### src/sv/wgb_ram.sv
// ----------------------------------------------------------------------------
// wgb_ram
// generic single write port, single read port ram with registered read
// ----------------------------------------------------------------------------
module wgb_ram #(
  parameter int WIDTH = 8,
  parameter int DEPTH = 16
) (
  input  logic                     clk_i,
  input  logic                     we_i,
  input  logic [$clog2(DEPTH)-1:0] waddr_i,
  input  logic [WIDTH-1:0]         wdata_i,
  input  logic                     re_i,
  input  logic [$clog2(DEPTH)-1:0] raddr_i,
  output logic [WIDTH-1:0]         rdata_o
);

  logic [WIDTH-1:0] mem_q [DEPTH];
  logic [WIDTH-1:0] rdata_q;

  always_ff @(posedge clk_i) begin
    if (we_i) begin
      mem_q[waddr_i] <= wdata_i;
    end
    if (re_i) begin
      rdata_q <= mem_q[raddr_i];
    end
  end

  assign rdata_o = rdata_q;

endmodule

### config.mk
export PLATFORM = sky130hd
export DESIGN_NAME = wgb_ram
export DESIGN_NICKNAME = d
export VERILOG_FILES = /design/src/sv/wgb_ram.sv
export SDC_FILE = /design/constraint.sdc
export NUM_CORES = 1
export LEC_CHECK = 0
export ABC_CLOCK_PERIOD_IN_PS = 5250
export BUFFER_PORTS_ARGS = -buffer_cell sky130_fd_sc_hd__clkbuf_2
export CAP_MARGIN = 5
export CORE_MARGIN = 10
export CORE_UTILIZATION = 60
export DETAILED_ROUTE_END_ITERATION = 16
export GPL_ROUTABILITY_DRIVEN = 1
export PLACE_DENSITY = 0.76
export SYNTH_ARGS = -nofsm -noshare
export SYNTH_HDL_FRONTEND = slang
export SYNTH_SLANG_ARGS = --single-unit
### constraint.sdc
create_clock -name clk_i -period 5.25 [get_ports clk_i]
set_clock_uncertainty 0.15 [all_clocks]
set_input_delay 0.525 -clock clk_i [delete_from_list [all_inputs] [get_ports clk_i]]
set_output_delay 0.525 -clock clk_i [all_outputs]
set_load 0.01 [all_outputs]
==> flow_summary.ini, run 1 <==
[global_route]
grt_max_degree = 33
grt_use_total = 0.162
grt_pass1_wl_um = 15200
grt_antenna_before_repair = 0
grt_pass1_vias = 2514
overflow = 0

[synthesis]
yosys-mux-area-fraction = 0.148
netlist-cell-type-count = 18
synth-compound-area-share = 0.0230
yosys.area_share.simple = 0.0314
synth_adder_area_share = 0
yosys.area_share.xor_xnor = 0
synthCells = 229
synth_fp_nets = 248
syn_avg_cell_area_um2 = 22.8
synth_area_um2 = 5230
ys_seq_elements = 136
synth_top_family_by_area = multiplexers
yosysWarnings = 0
seq_area_frac_synth = 0.781

[cts]
cts_tree = done
h-tree-depth = 4
cts_resized = 0
insertion_delay_ps = 520
numCtsBuffers = 17
cts_num_sinks = 136
cts-root-buf = clkbuf_8
hold_buffers = 0
cts.clk_slew.worst_paths_ps = 60
cts_buffer_depth = 2
post_cts_buffers = 0

[drt]
first_pass_iters = 5
first_iter_violations = 148
ant_nets = 0
vias_per_cell = 6.34
wirelength_um = 9880
vias = 2442
wl_per_cell_um = 25.7
drc_errors = 0

[place]
detailedPlace.worstSlack_ps = 2690
hpwl_um = 5980
io_buffers = 26
gp_congestion = 0.761

[timing]
fin_setup_tns_ps = 0
hold_viol = 0
finalSetupViolations = 0
slew_viol_final = 0
fmax_mhz = 486
period_needed_ps = 2060
rsz0062_at_grt = false
fin_ws_ps = 3190
finalCritPeriodShare = 0.392
tightestPinTransition_ps = 929
slew_headroom = 0.379

[floorplanning]
fp.coreArea_um2 = 8340
initial_utilization = 0.627
die_w_um = 113
rows = 33
dieArea_um2 = 12800
dieHeight_um = 113
num_io_pins = 27

[pwr]
p_leak_nw = 1.99
pwr_density_cell_nw_per_um2 = 407
vdd_drop_max_mv = 0.231

[hold_path]
min_path_type = in2reg

[final_layout]
seqCellArea_um2 = 4080
nets = 286
multi_input_area_um2 = 1070
diodes = 0
fill_cells = 488
drive_above_1_share = 0.279
syn_to_final_growth_pct = 14.5

[critical_path]
required_ps = 5370
cp_max_fo = 32
crit_arrival_ps = 2170
startpoint_type = input pin
worstSetupPathType = in2reg
end_kind = register

[outcome]
status = complete, no violations

[run]
drv_cap = 0
==> per-layer routing <==
| metal | wire length (um) | global-route usage | vias to the layer above | part of all wire |
|---|---|---|---|---|
| li1 | - | - | 1062 | - |
| met4 | 152 | 0.0541 | 0 | 0.015 |
| met5 | 0 | 0 | - | 0 |
| met2 | 4730 | 0.246 | 124 | 0.48 |
| met3 | 839 | 0.0523 | 17 | 0.085 |
| met1 | 4160 | 0.217 | 1239 | 0.42 |
==> where the power goes <==
part           internal [mW]  switching [mW]  total [mW]
clock                  0.670           0.426        1.10
combinational         0.0428          0.0653       0.108
sequential              1.22         0.00658        1.23
total                   1.94           0.498        2.43
==> worst max-delay path: stages <==
cell and delay, ps:
clkbuf_2 80, buf_4 490, mux4_1 650, a22oi_1 290, nand2_1 100
==> final timing paths <==
path	from	to	slack [ps]	depth (start not counted)
worst min register to register	mem_q[14][5]	rdata_o[5]	600	3
worst max register to register	mem_q[9][4]	rdata_o[4]	3560	3
worst max-delay path	raddr_i[0]	rdata_o[0]	3190	5
worst min-delay path	wdata_i[3]	mem_q[1][3]	280	1
==> cell usage in the layout, fill, tap and decap left out <==
| cell | count |
|---|---|
| a22oi_1 | 16 |
| and2_1 | 1 |
| and2b_1 | 1 |
| buf_4 | 3 |
| bufinv_16 | 2 |
| clkbuf_1 | 2 |
| clkbuf_16 | 16 |
| clkbuf_2 | 26 |
| clkbuf_8 | 1 |
| clkinv_1 | 2 |
| clkinv_2 | 3 |
| clkinv_4 | 1 |
| clkinvlp_4 | 4 |
| edfxtp_1 | 136 |
| inv_6 | 1 |
| mux4_1 | 14 |
| mux4_2 | 18 |
| nand2_1 | 9 |
| nand2b_1 | 2 |
| nand3_1 | 1 |
| nand3b_1 | 2 |
| nor2_1 | 13 |
| nor2b_1 | 1 |
| nor3_1 | 2 |
| nor3_2 | 2 |
| or3b_2 | 1 |
==> synthesized netlist by cell type <==
cell type / count / area, um^2
edfxtp_1: 136 / 4080
mux4_2: 18 / 405
a22oi_1: 16 / 120
mux4_1: 14 / 368
nor2_1: 13 / 48.8
nand2_1: 9 / 33.8
nor3_1: 4 / 20.0
buf_2: 3 / 15.0
buf_6: 3 / 33.8
clkdlybuf4s25_2: 3 / 30.0
nand2b_1: 2 / 12.5
nand3b_1: 2 / 15.0
and2_1: 1 / 6.26
and2b_1: 1 / 7.51
buf_4: 1 / 7.51
nand3_1: 1 / 5.00
nor2b_1: 1 / 6.26
or3b_2: 1 / 8.76
==> state kept, by name, indices dropped and copies added, names as in the netlist <==
name and count:
rdata_o 8, mem_q 128
==> logic make-up after synthesis <==
logic type / Yosys count
flip-flops: 136
AND/OR/NAND/NOR: 35
multiplexers: 32
AO/OA/AOI/OAI: 16
buffers and inverters: 10
==> metrics by stage <==
stage	total power, mW	instance area, um^2	hold WS, ps	utilization	cells
CTS	2.44	5990	267	0.718	385
detailed placement	1.36	5440	583	0.652	353
finish	2.43	5990	285	0.718	385
floorplan	1.32	5230	474	-	229
global route	2.51	5990	303	0.718	385
global placement	1.36	5440	577	0.652	353
==> final cells by class <==
class                   count  area share
well taps                 105      0.0219
flip-flops and latches    136       0.682
clock inverters            13      0.0217
clock buffers              19      0.0704
repair buffers             29      0.0255
multi-input cells          83       0.178
No activity file was read; power rests on OpenSTA's default activity.
==> run 2: changes to the inputs <==
==> config.mk (replaced) <==
export PLATFORM = sky130hd
export DESIGN_NAME = wgb_ram
export DESIGN_NICKNAME = d
export VERILOG_FILES = /design/src/sv/wgb_ram.sv
export SDC_FILE = /design/constraint.sdc
export NUM_CORES = 1
export LEC_CHECK = 0
export ABC_AREA = 1
export ABC_CLOCK_PERIOD_IN_PS = 1700
export BUFFER_PORTS_ARGS = -buffer_cell sky130_fd_sc_hd__clkbuf_2
export CAP_MARGIN = 5
export CORE_MARGIN = 10
export CORE_UTILIZATION = 55
export DETAILED_ROUTE_END_ITERATION = 16
export GPL_ROUTABILITY_DRIVEN = 1
export PLACE_DENSITY = 0.73
export SYNTH_ARGS = -nofsm -noshare
export SYNTH_HDL_FRONTEND = slang
export SYNTH_SLANG_ARGS = --single-unit
==> constraint.sdc (replaced) <==
create_clock -name clk_i -period 1.7 [get_ports clk_i]
set_clock_uncertainty 0.15 [all_clocks]
set_input_delay 0.17 -clock clk_i [delete_from_list [all_inputs] [get_ports clk_i]]
set_output_delay 0.17 -clock clk_i [all_outputs]
set_load 0.01 [all_outputs]
==> run 2 against run 1 <==
  * Clock power grew to 3.6 times the previous value
  * First-iteration DRC count grew to 3.2 times the previous value
  * Largest cell class unchanged
  * Critical path depth grew 2
  * Utilization shrank 4.7 points
==> flow_summary.ini, run 2 <==
[outcome]
status = complete, no violations

[synthesis]
synthCells = 551
yosysWarnings = 0
yosysTopAreaCellShare = 0.698
synth_fp_nets = 570
yosys_most_used_dff = edfxtp_1
synth_edf_count = 136
yosysTopAreaCell = edfxtp_1
yosys-top-cells-area = edfxtp_1, nand2_1, nand3_1, inv_1, buf_6
netlist-cell-type-count = 11
syn_avg_cell_area_um2 = 10.6
ys_async_sr_fraction = 0
synth.most_common_cell = nand2_1
synth_area_um2 = 5850
ys_seq_elements = 136
seq_area_frac_synth = 0.698
synthTopCellsByCount = nand2_1, edfxtp_1, inv_1

[critical_path]
end_kind = register
startpoint_type = input pin
rrSetupSlack_ps = 390
cp_max_fo = 16
crit_arrival_ps = 1580
required_ps = 1820
worstSetupPathType = in2reg
r2r_cells = 6

[global_route]
overflow = 0
grt_antenna_before_repair = 0
grt_use_total = 0.181
grt_pass1_vias = 3950
grt_max_degree = 65
grt_pass1_wl_um = 20600

[cts]
cts.clk_slew.worst_paths_ps = 60
post_cts_buffers = 0
cts_resized = 0
insertion_delay_ps = 520
h-tree-depth = 4
cts_tree = done
cts-root-buf = clkbuf_8
cts_buffer_depth = 2
cts_num_sinks = 136
numCtsBuffers = 17

[drt]
drc_errors = 0
first_iter_violations = 475
vias_per_cell = 5.25
ant_nets = 0
vias = 3951
wirelength_um = 12900
wl_per_cell_um = 17.1
first_pass_iters = 5

[pwr]
vdd_drop_max_mv = 0.636
pwr_density_cell_nw_per_um2 = 1190
p_leak_nw = 3.01

[timing]
fin_setup_tns_ps = 0
tightestPinTransition_ps = 643
finalCritPeriodShare = 0.854
slew_viol_final = 0
period_needed_ps = 1450
rsz0062_at_grt = false
fmax_mhz = 689
hold_viol = 0
finalSetupViolations = 0
slew_headroom = 0.571

[floorplanning]
dieHeight_um = 123
num_io_pins = 27
initial_utilization = 0.566
dieArea_um2 = 15200
fp.coreArea_um2 = 10300
die_w_um = 123
rows = 37

[final_layout]
drive_above_1_share = 0.131
syn_to_final_growth_pct = 18.4
fin_util = 0.671
mostFrequentLayoutCells = nand2_1, edfxtp_1, inv_1, nand3_1, clkbuf_2
nets = 623
final_common_cell = nand2_1
largest_register = mem_q
largest_reg_flops = 128
diodes = 0

[hold_path]
min_path_type = in2reg
holdPathStages = 1

[run]
drv_cap = 0

[place]
io_buffers = 26
hpwl_um = 7810
gp_congestion = 0.835
run 2: repair_timing:
item                       4_1_cts  5_1_grt
setup endpoints to repair        0        0
hold endpoints to repair        94        0
hold buffers                     8        0
run 2: final timing paths:
| kind | start | endpoint |
|---|---|---|
| setup reg to reg | mem_q[3][7] | rdata_o[7] |
| hold / removal | wdata_i[3] | mem_q[0][3] |
| setup / recovery | raddr_i[2] | rdata_o[3] |
| hold reg to reg | mem_q[12][2] | rdata_o[2] |
run 2: cell type report:
cell class                      instances  area, um^2
Inverter                              102         383
Sequential cell                       136        4080
Clock buffer                           17         414
Tap cell                              136         170
Fill cell                             771        3400
Timing Repair Buffer                   58         428
Multi-Input combinational cell        289        1210
Clock inverter                         15         231
run 2: cell families after synthesis:
group,count (synthesis),synth area share
buffers and inverters,126,0.0939
DFF,136,0.698
and+or+nand+nor,289,0.208
run 2: per-stage QoR:
step | area, um^2 | hold WS (ps) | total power [mW] | std cells | setup slack (ps)
after floorplan | 5850 | 119 | 4.14 | 551 | 429
after global placement | 6200 | 435 | 4.32 | 713 | 129
after detailed placement | 6200 | 442 | 4.33 | 713 | 132
after CTS | 6920 | 9.18 | 8.25 | 753 | 262
after global routing | 6920 | 24.9 | 8.49 | 753 | 223
final | 6920 | 15.8 | 8.23 | 753 | 249
run 2: report_power, final:
| part | switching [mW] | internal, mW |
|---|---|---|
| Clock | 1.30 | 2.65 |
| Sequential | 0.0229 | 3.78 |
| Combinational | 0.327 | 0.151 |
run 2: routing by layer:
metal	wire, um	track usage	vias up
li1	-	-	1886
met1	5230	0.226	1876
met2	6330	0.293	158
met3	929	0.0488	31
met4	383	0.0801	0
met5	0	0	-
run 2: critical path, stage by stage:
cell	delay, ps
dlygate4sd3_1	530
clkbuf_2	180
inv_1	80
buf_4	230
nand3_1	150
nand3_1	160
nand2_1	70
