--- config.mk ---
export PLATFORM = sky130hd
export DESIGN_NAME = wgb_isqrt
export DESIGN_NICKNAME = d
export VERILOG_FILES = /design/src/sv/wgb_pkg.sv /design/src/sv/wgb_isqrt.sv
export SDC_FILE = /design/constraint.sdc
export NUM_CORES = 1
export LEC_CHECK = 0
export BUFFER_PORTS_ARGS = -buffer_cell sky130_fd_sc_hd__buf_2
export CORE_MARGIN = 5
export CORE_UTILIZATION = 40
export CTS_BUF_LIST = sky130_fd_sc_hd__clkbuf_4
export DETAILED_ROUTE_END_ITERATION = 6
export PLACE_DENSITY = 0.58
export SLEW_MARGIN = 20
export SYNTH_ARGS = -nofsm -noshare
export SYNTH_HDL_FRONTEND = slang
export SYNTH_SLANG_ARGS = --single-unit
--- constraint.sdc ---
create_clock -name clk_i -period 6.15 [get_ports clk_i]
set_input_delay 0.615 -clock clk_i [delete_from_list [all_inputs] [get_ports clk_i]]
set_output_delay 0.615 -clock clk_i [all_outputs]
set_load 0.02 [all_outputs]
--- src/sv/wgb_pkg.sv ---
// ----------------------------------------------------------------------------
// wgb_pkg
// shared types and constants of the waypoint graph builder
// ----------------------------------------------------------------------------
package wgb_pkg;

  localparam int MAX_NODES = 256;
  localparam int ADDR_W    = $clog2(MAX_NODES);
  localparam int CNT_W     = $clog2(MAX_NODES + 1);
  localparam int COORD_W   = 20;
  localparam int DIFF_W    = COORD_W + 1;
  localparam int SQ_W      = 2 * COORD_W + 1;
  localparam int ROOT_W    = (SQ_W + 1) / 2;
  localparam int IDX_W     = 8;
  localparam int LEN_W     = 21;
  localparam int NODE_W    = 3 * COORD_W;
  localparam int RADIUS_W  = 16;
  localparam int R2_W      = 2 * RADIUS_W;
  localparam int SAVE_W    = 19;
  localparam int APB_DW    = 32;
  localparam int APB_AW    = 3;

  localparam logic [RADIUS_W-1:0] RADIUS_RESET = RADIUS_W'(768);
  localparam logic [SAVE_W-1:0]   SAVE_RESET   = SAVE_W'(256000);

  // register index, taken from the word address
  localparam logic REG_RADIUS = 1'b0;
  localparam logic REG_SAVE   = 1'b1;

  typedef enum logic {
    OP_POSE  = 1'b0,
    OP_CLEAR = 1'b1
  } opcode_e;

  typedef enum logic [2:0] {
    ST_MATCHED = 3'd0,
    ST_CREATED = 3'd1,
    ST_SAVE    = 3'd2,
    ST_FULL    = 3'd3,
    ST_CLEARED = 3'd4
  } status_e;

  typedef struct packed {
    opcode_e                    opcode;
    logic signed [COORD_W-1:0]  coord_x;
    logic signed [COORD_W-1:0]  coord_y;
    logic signed [COORD_W-1:0]  coord_z;
  } cmd_t;

  typedef struct packed {
    status_e             status;
    logic [IDX_W-1:0]    node_index;
    logic                edge_valid;
    logic [IDX_W-1:0]    edge_from;
    logic [IDX_W-1:0]    edge_to;
    logic [LEN_W-1:0]    edge_length;
  } result_t;

endpackage

--- src/sv/wgb_isqrt.sv ---
// ----------------------------------------------------------------------------
// wgb_isqrt
// bit-pair serial integer square root, one result bit per cycle
// ----------------------------------------------------------------------------
module wgb_isqrt
  import wgb_pkg::*;
(
  input  logic              clk_i,
  input  logic              rst_ni,
  input  logic              start_i,
  input  logic [SQ_W-1:0]   radicand_i,
  output logic              done_o,
  output logic [ROOT_W-1:0] root_o
);

  localparam logic [SQ_W-1:0] BIT_INIT = SQ_W'(1) << (2 * (ROOT_W - 1));

  logic            act_q, act_d;
  logic            done_q, done_d;
  logic [SQ_W-1:0] rem_q, rem_d;
  logic [SQ_W-1:0] root_q, root_d;
  logic [SQ_W-1:0] bit_q, bit_d;
  logic [SQ_W:0]   trial;

  assign trial = {1'b0, root_q} + {1'b0, bit_q};

  always_comb begin
    act_d  = act_q;
    done_d = 1'b0;
    rem_d  = rem_q;
    root_d = root_q;
    bit_d  = bit_q;
    if (start_i) begin
      act_d  = 1'b1;
      rem_d  = radicand_i;
      root_d = '0;
      bit_d  = BIT_INIT;
    end else if (act_q) begin
      if ({1'b0, rem_q} >= trial) begin
        rem_d  = rem_q - trial[SQ_W-1:0];
        root_d = (root_q >> 1) + bit_q;
      end else begin
        root_d = root_q >> 1;
      end
      bit_d = bit_q >> 2;
      // last bit pair
      if (bit_q[0]) begin
        act_d  = 1'b0;
        done_d = 1'b1;
      end
    end
  end

  always_ff @(posedge clk_i or negedge rst_ni) begin
    if (!rst_ni) begin
      act_q  <= 1'b0;
      done_q <= 1'b0;
    end else begin
      act_q  <= act_d;
      done_q <= done_d;
    end
  end

  always_ff @(posedge clk_i) begin
    rem_q  <= rem_d;
    root_q <= root_d;
    bit_q  <= bit_d;
  end

  assign done_o = done_q;
  assign root_o = root_q[ROOT_W-1:0];

endmodule

==> results.sh, run 1 <==
export IMPL_core_area_um2=22800
export IMPL_ir_worst_vdd_mv=0.210
export IMPL_worst_skew_pair_late_latency_ns=0.50
export IMPL_die_w_um=163
export IMPL_final_setup_skew_ns=0.0151
export IMPL_share_of_the_synthesized_area_in_the_top_cell_type=0.133
export IMPL_synth_commonest_cells="sky130_fd_sc_hd__nand2_1, sky130_fd_sc_hd__nor2_1, sky130_fd_sc_hd__o21ai_0, sky130_fd_sc_hd__ha_1, sky130_fd_sc_hd__a21oi_1"
export IMPL_worstPathRequired_ns=6.53
export IMPL_io_pins=66
export IMPL_cts_root_buffer="sky130_fd_sc_hd__clkbuf_4"
export IMPL_rsz0062_at_grt="false"
export IMPL_slew_limit_headroom=0.374
export IMPL_hold_violations=0
export IMPL_syn_mean_instance_area_um2=8.12
export IMPL_p_seq_frac=0.264
export IMPL_synthTopCellsByArea="sky130_fd_sc_hd__dfxtp_1, sky130_fd_sc_hd__edfxtp_1, sky130_fd_sc_hd__ha_1"
export IMPL_p_int_mw=2.29
export IMPL_grt_antenna_before_repair=3
export IMPL_post_layout_net_count=1299
export IMPL_final_period_utilization=0.919
export IMPL_avgViaCountPerCell=5.61
export IMPL_routed_wire_length_per_instance_um=17.2
export IMPL_timing_final_setup_violations=0
export IMPL_cts_inserted_buffers=9
export IMPL_grt_first_pass_wirelength_um=41200
export IMPL_endpoint_kind="register"
export IMPL_post_synth_inst_count=1147
export IMPL_power_per_cell_area_nw_per_um2=431
export IMPL_clk_pin_slew_worst_paths_ns=0.17
export IMPL_placed_insts=1471
export IMPL_dieArea_um2=26400
export IMPL_grt_remaining_overflow=0
export IMPL_drt_total_wl_um=25700
export IMPL_gp_routability_congestion=0.883
export IMPL_first_pass_iters=5
export IMPL_critical_path_arrival_ns=6.04
export IMPL_yosys_cell_count_top_type="sky130_fd_sc_hd__nand2_1"
export IMPL_holdCritPathClass="in2reg"
export IMPL_rr_startpoint="root_q[2]$_SDFFE_PP0P_"
export IMPL_die_h_um=163
export IMPL_fin_setup_tns_ns=0
export IMPL_setup_slack_ns=0.497
export IMPL_worst_slew_pin_slew_ns=0.928
export IMPL_synthesis_area_um2=9320
export IMPL_synth_top_flop_cell="sky130_fd_sc_hd__dfxtp_1"
export IMPL_power_total_mw=4.32
export IMPL_dpl_worst_slack_ns=0.141
export IMPL_postCtsSetupBuffers=0
export IMPL_postSynthRegisterBits=105
export IMPL_crit_type="reg2reg"
export IMPL_max_clock_path_buffers=2
export IMPL_worst_path_most_repeated_cell="sky130_fd_sc_hd__o21ai_0"
export IMPL_final_antenna_net_count=0
export IMPL_detail_route_iter0_violations=499
export IMPL_cts_htree_levels=3
export IMPL_timing_max_cap_violations=0
export IMPL_worst_setup_path_start_kind="register"
export IMPL_cp_max_fo=19
export IMPL_syn2layout_area_growth_pct=7.60
export IMPL_static_leakage_power_nw=4.07
export IMPL_async_reset_ff_frac=0.0190
export IMPL_yosysTopAreaCell="sky130_fd_sc_hd__dfxtp_1"
export IMPL_synth_enable_flop_cells=41
export IMPL_clock_tree_from_tritoncts="yes"
export IMPL_final_max_slew_violation_count=0
export IMPL_setup_worst_path_start="root_q[2]$_SDFFE_PP0P_"
export IMPL_result_of_the_run="finished clean"
export IMPL_number_of_global_route_vias_before_repair=7910
export IMPL_clockPowerShare=0.097
export IMPL_fmaxAchievable_mhz=177
export IMPL_yosys_cell_types_count=71
export IMPL_postSynthNetCount=1276
export IMPL_synth_yosys_seq_area_share=0.271
export IMPL_portBuffers=65
export IMPL_largest_net_degree_at_the_start_of_global_routing=90
export IMPL_drc=0
export IMPL_crit_chain="ha_1, a31oi_1, a211oi_2, a21oi_2, o21bai_1, a31oi_1, nor2_1, nor2_1, o21ai_0, xnor2_1, ha_1, a21oi_1, o21ai_0, a21o_1, a21oi_1, o21ai_0, a221oi_2, o31a_1, or2_2, buf_4, nand2_1, a311oi_1"
export IMPL_power_switching_share=0.471
export IMPL_ys_warnings_count=0
export IMPL_net_switching_power_mw=2.03
export IMPL_combinationalPowerShare=0.639
export IMPL_grt_util_all_layers=0.190
export IMPL_fp_row_count=55
export IMPL_worst_path_largest_cell_delay_ns=0.47
export IMPL_vias=8346
export IMPL_initial_utilization=0.409
export IMPL_hold_start="radicand_i[6]"
export IMPL_final_layout_size_suffix_gt1_frac=0.127
export IMPL_detailedPlacementHpwl_um=19100
export IMPL_tritoncts_num_sinks=105
export IMPL_layout_cells_non_filler=1489
export IMPL_finalCriticalPeriod_ns=5.65
export IMPL_fillCellCount=2306
export IMPL_crit_slowest_cell="sky130_fd_sc_hd__dfxtp_1"
-- power groups by stage --
| stage | Clock, mW | Sequential [mW] | Combinational (mW) |
|---|---|---|---|
| 3_5_place_dp | 0 | 1.16 | 2.72 |
| 2_1_floorplan | 0 | 1.11 | 2.14 |
| 4_1_cts | 0.435 | 1.14 | 2.74 |
| 3_3_place_gp | 0 | 1.15 | 2.72 |
| 5_1_grt | 0.461 | 1.16 | 3.07 |
| 6_report | 0.418 | 1.14 | 2.76 |
-- per-stage QoR --
stage / hold slack, ns / utilization / instance area (um^2)
after floorplan: 0.319 / - / 9320
after global placement: 0.401 / 0.432 / 9850
after detailed placement: 0.402 / 0.432 / 9850
after CTS: 0.347 / 0.440 / 10000
after global routing: 0.341 / 0.440 / 10000
final: 0.381 / 0.440 / 10000
-- placed cells by master, fill, tap and decap left out, types with 17 or more instances in the layout --
cell type and count:
sky130_fd_sc_hd__a21oi_1 76, sky130_fd_sc_hd__buf_4 26, sky130_fd_sc_hd__a21o_1 22, sky130_fd_sc_hd__nand2_1 116, sky130_fd_sc_hd__nand4_1 26, sky130_fd_sc_hd__edfxtp_1 41
sky130_fd_sc_hd__a211oi_1 26, sky130_fd_sc_hd__ha_1 84, sky130_fd_sc_hd__buf_2 64, sky130_fd_sc_hd__a31oi_1 45, sky130_fd_sc_hd__xnor2_1 59, sky130_fd_sc_hd__nor2_1 110
sky130_fd_sc_hd__inv_1 33, sky130_fd_sc_hd__dfxtp_1 62, sky130_fd_sc_hd__nand3_1 19, sky130_fd_sc_hd__nor3_1 17, sky130_fd_sc_hd__mux2i_1 22, sky130_fd_sc_hd__o21ai_0 89
sky130_fd_sc_hd__xor2_1 45
-- critical path, delay by kind of cell (launching register included) --
| family | cells | cell delay [ns] |
|---|---|---|
| xor+xnor | 1 | 0.16 |
| simple gates | 4 | 0.72 |
| buf+inv | 1 | 0.24 |
| fa+ha+maj | 2 | 0.63 |
| compound gates | 14 | 3.33 |
| flops | 1 | 0.47 |
-- flip-flops by register name (all words and copies together), names as in the netlist --
register,flops
act_q,1
bit_q,21
done_o,1
rem_q,41
root_q,41
-- cell families after synthesis --
group | count (synthesis) | share of synthesized area
muxes | 24 | 0.0261
and+or+nand+nor | 361 | 0.186
DFF | 105 | 0.271
buffers and inverters | 115 | 0.0595
adders and majority gates | 85 | 0.115
xor gates and xnor gates | 104 | 0.0978
AOI/OAI and AO/OA | 353 | 0.245
-- repair_timing --
| action | in CTS | in global routing |
|---|---|---|
| hold buffers | 1 | 0 |
| hold endpoints to repair | 2 | 0 |
| endpoints found under the setup margin | 0 | 66 |
| resized for setup | 0 | 3 |
-- worst paths after layout --
| kind | slack, ns | end | cells past startpoint |
|---|---|---|---|
| hold reg to reg | 0.55 | root_q[5]$_SDFFE_PP0P_ | 2 |
| max in group asynchronous | 5.64 | act_q$_DFF_PN0_ | 2 |
| setup / recovery | 0.50 | root_q[0]$_SDFFE_PP0P_ | 22 |
| setup reg to reg | 0.50 | root_q[0]$_SDFFE_PP0P_ | 22 |
| min in group asynchronous | 0.41 | act_q$_DFF_PN0_ | 2 |
| hold / removal | 0.38 | rem_q[6]$_DFFE_PP_ | 3 |
-- metal layers --
| metal | vias up | wire length [um] | GRT usage |
|---|---|---|---|
| met5 | - | 27 | 0 |
| met4 | 4 | 499 | 0.0503 |
| met3 | 33 | 1320 | 0.0418 |
| met2 | 177 | 12000 | 0.317 |
| met1 | 3892 | 11800 | 0.250 |
| li1 | 4240 | - | - |
-- layout make-up --
class | count | area (um^2) | share of cell area
clock inverter | 6 | 81.3 | 0.00811
inverter | 33 | 124 | 0.0124
sequential | 105 | 2530 | 0.252
multi-input combinational | 927 | 6250 | 0.623
clock buffer | 10 | 75.1 | 0.00749
timing repair buffer | 94 | 577 | 0.0575
tap | 313 | 392 | 0.0391
antenna | 1 | 2.50 | 0.000250
Power figures use the tool's default switching activity.
==> run 2, diff against run 1 <==
--- a/config.mk
+++ b/config.mk
@@ -8,7 +8,7 @@
 export BUFFER_PORTS_ARGS = -buffer_cell sky130_fd_sc_hd__buf_2
 export CORE_MARGIN = 5
 export CORE_UTILIZATION = 40
-export CTS_BUF_LIST = sky130_fd_sc_hd__clkbuf_4
+export CTS_BUF_LIST = sky130_fd_sc_hd__clkbuf_8
 export DETAILED_ROUTE_END_ITERATION = 6
 export PLACE_DENSITY = 0.58
 export SLEW_MARGIN = 20
==> run 2 against run 1 <==
Compared with the run above:
- setup slack better by 0.014 ns
- wire length barely moved
- highest routed layer unchanged
- total power is 1.6% higher
==> results.sh, run 2 (synthesis results as in run 1) <==
export IMPL_worst_path_largest_cell_delay_ns=0.45
export IMPL_layout_cells_most_common="sky130_fd_sc_hd__nand2_1"
export IMPL_grt_first_pass_wirelength_um=41300
export IMPL_fin_setup_tns_ns=0
export IMPL_mostFrequentLayoutCells="sky130_fd_sc_hd__nand2_1, sky130_fd_sc_hd__nor2_1, sky130_fd_sc_hd__o21ai_0"
export IMPL_endpoint_kind="register"
export IMPL_vias=8285
export IMPL_portBuffers=65
export IMPL_clk_pin_slew_worst_paths_ns=0.11
export IMPL_hold_violations=0
export IMPL_routed_wire_length_per_instance_um=17.2
export IMPL_gp_routability_congestion=0.883
export IMPL_setup_worst_path_start="root_q[2]$_SDFFE_PP0P_"
export IMPL_power_per_cell_area_nw_per_um2=435
export IMPL_rsz0062_at_grt="false"
export IMPL_design_area_um2=10100
export IMPL_ir_worst_vdd_mv=0.209
export IMPL_dpl_worst_slack_ns=0.141
export IMPL_io_pins=66
export IMPL_final_antenna_net_count=0
export IMPL_cp_max_fo=19
export IMPL_grt_util_all_layers=0.191
export IMPL_max_clock_path_buffers=2
export IMPL_insertedDiodeCount=0
export IMPL_initial_utilization=0.409
export IMPL_worst_setup_path_start_kind="register"
export IMPL_crit_chain="ha_1, a31oi_1, a211oi_2, a21oi_2, o21bai_1, a31oi_1, nor2_1, nor2_1, o21ai_0, xnor2_1, ha_1, a21oi_1, o21ai_0, a21o_1, a21oi_1, o21ai_0, a221oi_2, o31a_1, or2_2, buf_4, nand2_1, a311oi_1"
export IMPL_final_period_utilization=0.917
export IMPL_postCtsSetupBuffers=0
export IMPL_holdCritPathClass="in2reg"
export IMPL_worstPathRequired_ns=6.44
export IMPL_rr_startpoint="root_q[2]$_SDFFE_PP0P_"
export IMPL_worst_slew_pin_slew_ns=0.938
export IMPL_worst_skew_pair_late_latency_ns=0.40
export IMPL_clock_tree_from_tritoncts="yes"
export IMPL_timing_critical_path_buf_inv=1
export IMPL_result_of_the_run="finished clean"
export IMPL_grt_antenna_before_repair=2
export IMPL_avgViaCountPerCell=5.57
export IMPL_dieArea_um2=26400
export IMPL_fp_row_count=55
export IMPL_finalCriticalPeriod_ns=5.64
export IMPL_drc=0
export IMPL_crit_slowest_cell="sky130_fd_sc_hd__dfxtp_1"
export IMPL_post_layout_net_count=1299
export IMPL_cts_root_buffer="sky130_fd_sc_hd__clkbuf_8"
export IMPL_grt_remaining_overflow=0
export IMPL_die_h_um=163
export IMPL_timing_critical_path_max_delay_family="compound AO/OA/AOI/OAI gates"
export IMPL_detail_route_iter0_violations=519
export IMPL_core_area_um2=22800
export IMPL_die_w_um=163
export IMPL_critical_path_arrival_ns=5.93
export IMPL_timing_final_setup_violations=0
export IMPL_final_setup_skew_ns=0.0121
export IMPL_hold_start="radicand_i[6]"
export IMPL_tritoncts_num_sinks=105
export IMPL_first_pass_iters=5
export IMPL_worst_path_most_repeated_cell="sky130_fd_sc_hd__o21ai_0"
export IMPL_largest_net_degree_at_the_start_of_global_routing=90
export IMPL_regs_by_ff_count="rem_q: 41 flops, root_q: 41 flops, bit_q: 21 flops"
export IMPL_cts_htree_levels=3
export IMPL_detailedPlacementHpwl_um=19100
export IMPL_final_max_slew_violation_count=0
export IMPL_crit_type="reg2reg"
export IMPL_fmaxAchievable_mhz=177
export IMPL_number_of_global_route_vias_before_repair=7915
export IMPL_drt_total_wl_um=25600
export IMPL_slew_limit_headroom=0.366
export IMPL_cts_inserted_buffers=9
export IMPL_syn2layout_area_growth_pct=8.14
export IMPL_setup_slack_ns=0.511
export IMPL_placedInstanceArea_um2=9850
export IMPL_static_leakage_power_nw=4.10
export IMPL_timing_max_cap_violations=0
export IMPL_final_layout_size_suffix_gt1_frac=0.126
run 2: cell count changes in the layout (fill, tap and decap cells not counted):
cell,previous run,this run
sky130_fd_sc_hd__diode_2,1,0
sky130_fd_sc_hd__clkbuf_8,0,9
sky130_fd_sc_hd__inv_1,33,34
sky130_fd_sc_hd__clkbuf_4,10,0
run 2: path summary, 6_finish.rpt:
check | end | slack [ns] | cells after the start
hold reg to reg | root_q[5]$_SDFFE_PP0P_ | 0.55 | 2
min in group asynchronous | act_q$_DFF_PN0_ | 0.52 | 2
hold / removal | rem_q[6]$_DFFE_PP_ | 0.48 | 3
max in group asynchronous | act_q$_DFF_PN0_ | 5.53 | 2
setup reg to reg | root_q[0]$_SDFFE_PP0P_ | 0.51 | 22
setup / recovery | root_q[0]$_SDFFE_PP0P_ | 0.51 | 22
run 2: metrics by stage:
| stage | total power, mW | std cells | hold WS, ns | utilization |
|---|---|---|---|---|
| final | 4.39 | 1488 | 0.479 | 0.442 |
| after global routing | 4.76 | 1488 | 0.456 | 0.442 |
| after CTS | 4.39 | 1488 | 0.467 | 0.442 |
| after detailed placement | 3.88 | 1471 | 0.402 | 0.432 |
| after global placement | 3.87 | 1471 | 0.401 | 0.432 |
| after floorplan | 3.25 | 1147 | 0.319 | - |
run 2: worst min-delay path, delay by kind of cell:
family / cells / cell delay (ns)
AND/OR/NAND/NOR: 1 / 0.04
buffers and inverters: 1 / 0.07
AO/OA/AOI/OAI: 1 / 0.05
run 2: repair_timing:
item	4_1_cts	5_1_grt
hold endpoints to repair	2	0
setup endpoints to repair	0	66
resized for setup	0	3
hold buffers	1	0
run 2: metal layers:
layer / global-route usage / part of all wire / vias up / routed length, um
met5: 0 / 0.00082 / - / 21
met2: 0.316 / 0.47 / 154 / 12000
li1: - / - / 4236 / -
met3: 0.0448 / 0.050 / 32 / 1280
met4: 0.0549 / 0.020 / 4 / 522
met1: 0.251 / 0.46 / 3859 / 11900
run 2: final cells by class:
type	instances	area, um^2
fillers	2298	12700
multi-input cells	927	6250
flip-flops and latches	105	2530
repair buffers	94	577
well taps	313	392
clock buffers	9	124
inverters	33	124
clock inverters	7	85.1
run 2: power breakdown:
part	switching (mW)	internal, mW
combinational	1.64	1.11
clock	0.263	0.227
sequential	0.135	1.01
==> run 3, diff against run 2 <==
==> constraint.sdc (replaced) <==
create_clock -name clk_i -period 6.6 [get_ports clk_i]
set_input_delay 0.66 -clock clk_i [delete_from_list [all_inputs] [get_ports clk_i]]
set_output_delay 0.66 -clock clk_i [all_outputs]
set_load 0.02 [all_outputs]
==> run 3 against run 2 <==
Compared with the run above:
- die area stayed put
- wire length is 4.2% lower
- hold slack better by 0.044 ns
- core utilization is 0.77 points lower
- clock power is 16% lower
- flip-flop and latch count stayed put
- global-route usage is 0.83 points lower
- combinational power is 9.8% lower
- non-clock buffer count is 16 lower
- cell area is 1.8% lower
- critical endpoint is now root_q[28]$_SDFFE_PP0P_
==> results.sh, run 3 (synthesis results as in run 1) <==
export IMPL_result_of_the_run="finished clean"
export IMPL_crit_chain="ha_1, a211oi_1, a211oi_2, a21oi_1, o21bai_1, a31oi_1, nor2_1, nor2_1, o21ai_0, xnor2_1, ha_1, a21oi_1, o21ai_0, a21o_1, a21oi_1, o21ai_0, a221oi_2, o31a_1, or2_1, buf_4, a21oi_1, a221oi_1"
export IMPL_cp_max_fo=14
export IMPL_static_leakage_power_nw=3.98
export IMPL_cts_htree_levels=3
export IMPL_detail_route_iter0_violations=497
export IMPL_dieArea_um2=26400
export IMPL_fin_setup_tns_ns=0
export IMPL_worst_slew_pin_slew_ns=1.01
export IMPL_clk_pin_slew_worst_paths_ns=0.12
export IMPL_avgViaCountPerCell=5.62
export IMPL_clock_tree_from_tritoncts="yes"
export IMPL_globalRouteMet3Util=0.0286
export IMPL_setup_slack_ns=0.754
export IMPL_final_layout_size_suffix_gt1_frac=0.113
export IMPL_fmaxAchievable_mhz=171
export IMPL_worst_path_most_repeated_cell="sky130_fd_sc_hd__a21oi_1"
export IMPL_gp_routability_congestion=0.881
export IMPL_grt_util_all_layers=0.183
export IMPL_max_clock_path_buffers=2
export IMPL_rsz0062_at_grt="false"
export IMPL_portBuffers=65
export IMPL_number_of_global_route_vias_before_repair=7832
export IMPL_globalRouteMet1Util=0.248
export IMPL_cts_inserted_buffers=9
export IMPL_hold_start="root_q[0]$_SDFFE_PP0P_"
export IMPL_fp_row_count=55
export IMPL_initial_utilization=0.409
export IMPL_syn2layout_area_growth_pct=6.25
export IMPL_final_core_util=0.434
export IMPL_worst_path_largest_cell_delay_ns=0.52
export IMPL_hold_violations=0
export IMPL_endpoint_kind="register"
export IMPL_setup_worst_path_start="root_q[4]$_SDFFE_PP0P_"
export IMPL_crit_slowest_cell="sky130_fd_sc_hd__dfxtp_1"
export IMPL_critical_path_arrival_ns=6.15
export IMPL_final_antenna_net_count=0
export IMPL_final_max_slew_violation_count=0
export IMPL_placedInstanceArea_um2=9700
export IMPL_mostFrequentLayoutCells="sky130_fd_sc_hd__nand2_1, sky130_fd_sc_hd__nor2_1, sky130_fd_sc_hd__o21ai_0"
export IMPL_ir_worst_vdd_mv=0.180
export IMPL_insertedDiodeCount=0
export IMPL_io_pins=66
export IMPL_most_crowded_layer_after_global_routing="met2"
export IMPL_slew_limit_headroom=0.325
export IMPL_largest_net_degree_at_the_start_of_global_routing=80
export IMPL_dpl_worst_slack_ns=0.807
export IMPL_timing_final_setup_violations=0
export IMPL_drt_total_wl_um=24600
export IMPL_die_h_um=163
export IMPL_crit_type="reg2reg"
export IMPL_worst_skew_pair_late_latency_ns=0.40
export IMPL_design_area_um2=9900
export IMPL_power_total_mw=3.98
export IMPL_detailedPlacementHpwl_um=18400
export IMPL_grt_remaining_overflow=0
export IMPL_routed_wire_length_per_instance_um=16.7
export IMPL_core_area_um2=22800
export IMPL_postCtsSetupBuffers=0
export IMPL_first_pass_iters=5
export IMPL_use_met2=0.309
export IMPL_drc=0
export IMPL_power_per_cell_area_nw_per_um2=402
export IMPL_post_layout_net_count=1283
export IMPL_vias=8276
export IMPL_finalCriticalPeriod_ns=5.85
export IMPL_cts_root_buffer="sky130_fd_sc_hd__clkbuf_8"
export IMPL_holdCritPathClass="reg2reg"
export IMPL_final_setup_skew_ns=0.0153
export IMPL_worst_setup_path_start_kind="register"
export IMPL_timing_max_cap_violations=0
export IMPL_grt_first_pass_wirelength_um=40000
export IMPL_final_period_utilization=0.886
export IMPL_layout_cells_most_common="sky130_fd_sc_hd__nand2_1"
export IMPL_grt_antenna_before_repair=0
export IMPL_rr_startpoint="root_q[4]$_SDFFE_PP0P_"
export IMPL_die_w_um=163
export IMPL_regs_by_ff_count="rem_q: 41 flops, root_q: 41 flops, bit_q: 21 flops"
export IMPL_worstPathRequired_ns=6.90
export IMPL_tritoncts_num_sinks=105
[run 3: cell types whose count changed in the layout (fill, tap and decap cells not counted), moves of 2 or more]
cell | previous run | this run
sky130_fd_sc_hd__buf_4 | 26 | 13
sky130_fd_sc_hd__bufinv_16 | 2 | 0
sky130_fd_sc_hd__clkinv_2 | 3 | 0
sky130_fd_sc_hd__buf_12 | 2 | 0
sky130_fd_sc_hd__clkinvlp_4 | 0 | 2
sky130_fd_sc_hd__inv_6 | 0 | 3
[run 3: metal layers]
layer	part of all wire	up-vias
met4	0.012	0
li1	-	4213
met1	0.47	3867
met3	0.045	17
met2	0.47	179
met5	0	-
[run 3: area by class of cell]
class                   instances  area, um^2
inverters                      33         124
clock inverters                 7        61.3
clock buffers                   9         124
flip-flops and latches        105        2530
multi-input cells             927        6240
fillers                      2323       12900
repair buffers                 78         428
well taps                     313         392
[run 3: metrics by stage]
step | cells | hold slack, ns
floorplan | 1147 | 0.364
global placement | 1455 | 0.448
detailed placement | 1455 | 0.446
CTS | 1472 | 0.496
global route | 1472 | 0.505
finish | 1472 | 0.523
[run 3: where the power goes]
group | internal, mW | total [mW] | switching (mW)
combinational | 0.984 | 2.49 | 1.51
sequential | 0.941 | 1.08 | 0.134
clock | 0.145 | 0.410 | 0.265
[run 3: repair_timing]
item,CTS,global route
hold buffers,1,0
hold endpoints to repair,2,0
gates resized for setup,0,0
[run 3: path summary, 6_finish.rpt]
path | cells past startpoint | end | slack (ns)
setup reg to reg | 22 | root_q[28]$_SDFFE_PP0P_ | 0.75
hold reg to reg | 2 | root_q[0]$_SDFFE_PP0P_ | 0.52
hold / removal | 2 | root_q[0]$_SDFFE_PP0P_ | 0.52
setup / recovery | 22 | root_q[28]$_SDFFE_PP0P_ | 0.75
max in group asynchronous | 2 | act_q$_DFF_PN0_ | 5.93
min in group asynchronous | 2 | act_q$_DFF_PN0_ | 0.56
[run 3: critical path, delay by kind of cell (launching register included)]
family	cells	cell delay, ns
fa+ha+maj	2	0.66
flops	1	0.52
simple gates	3	0.60
compound gates	15	3.52
xor+xnor	1	0.16
buf+inv	1	0.29
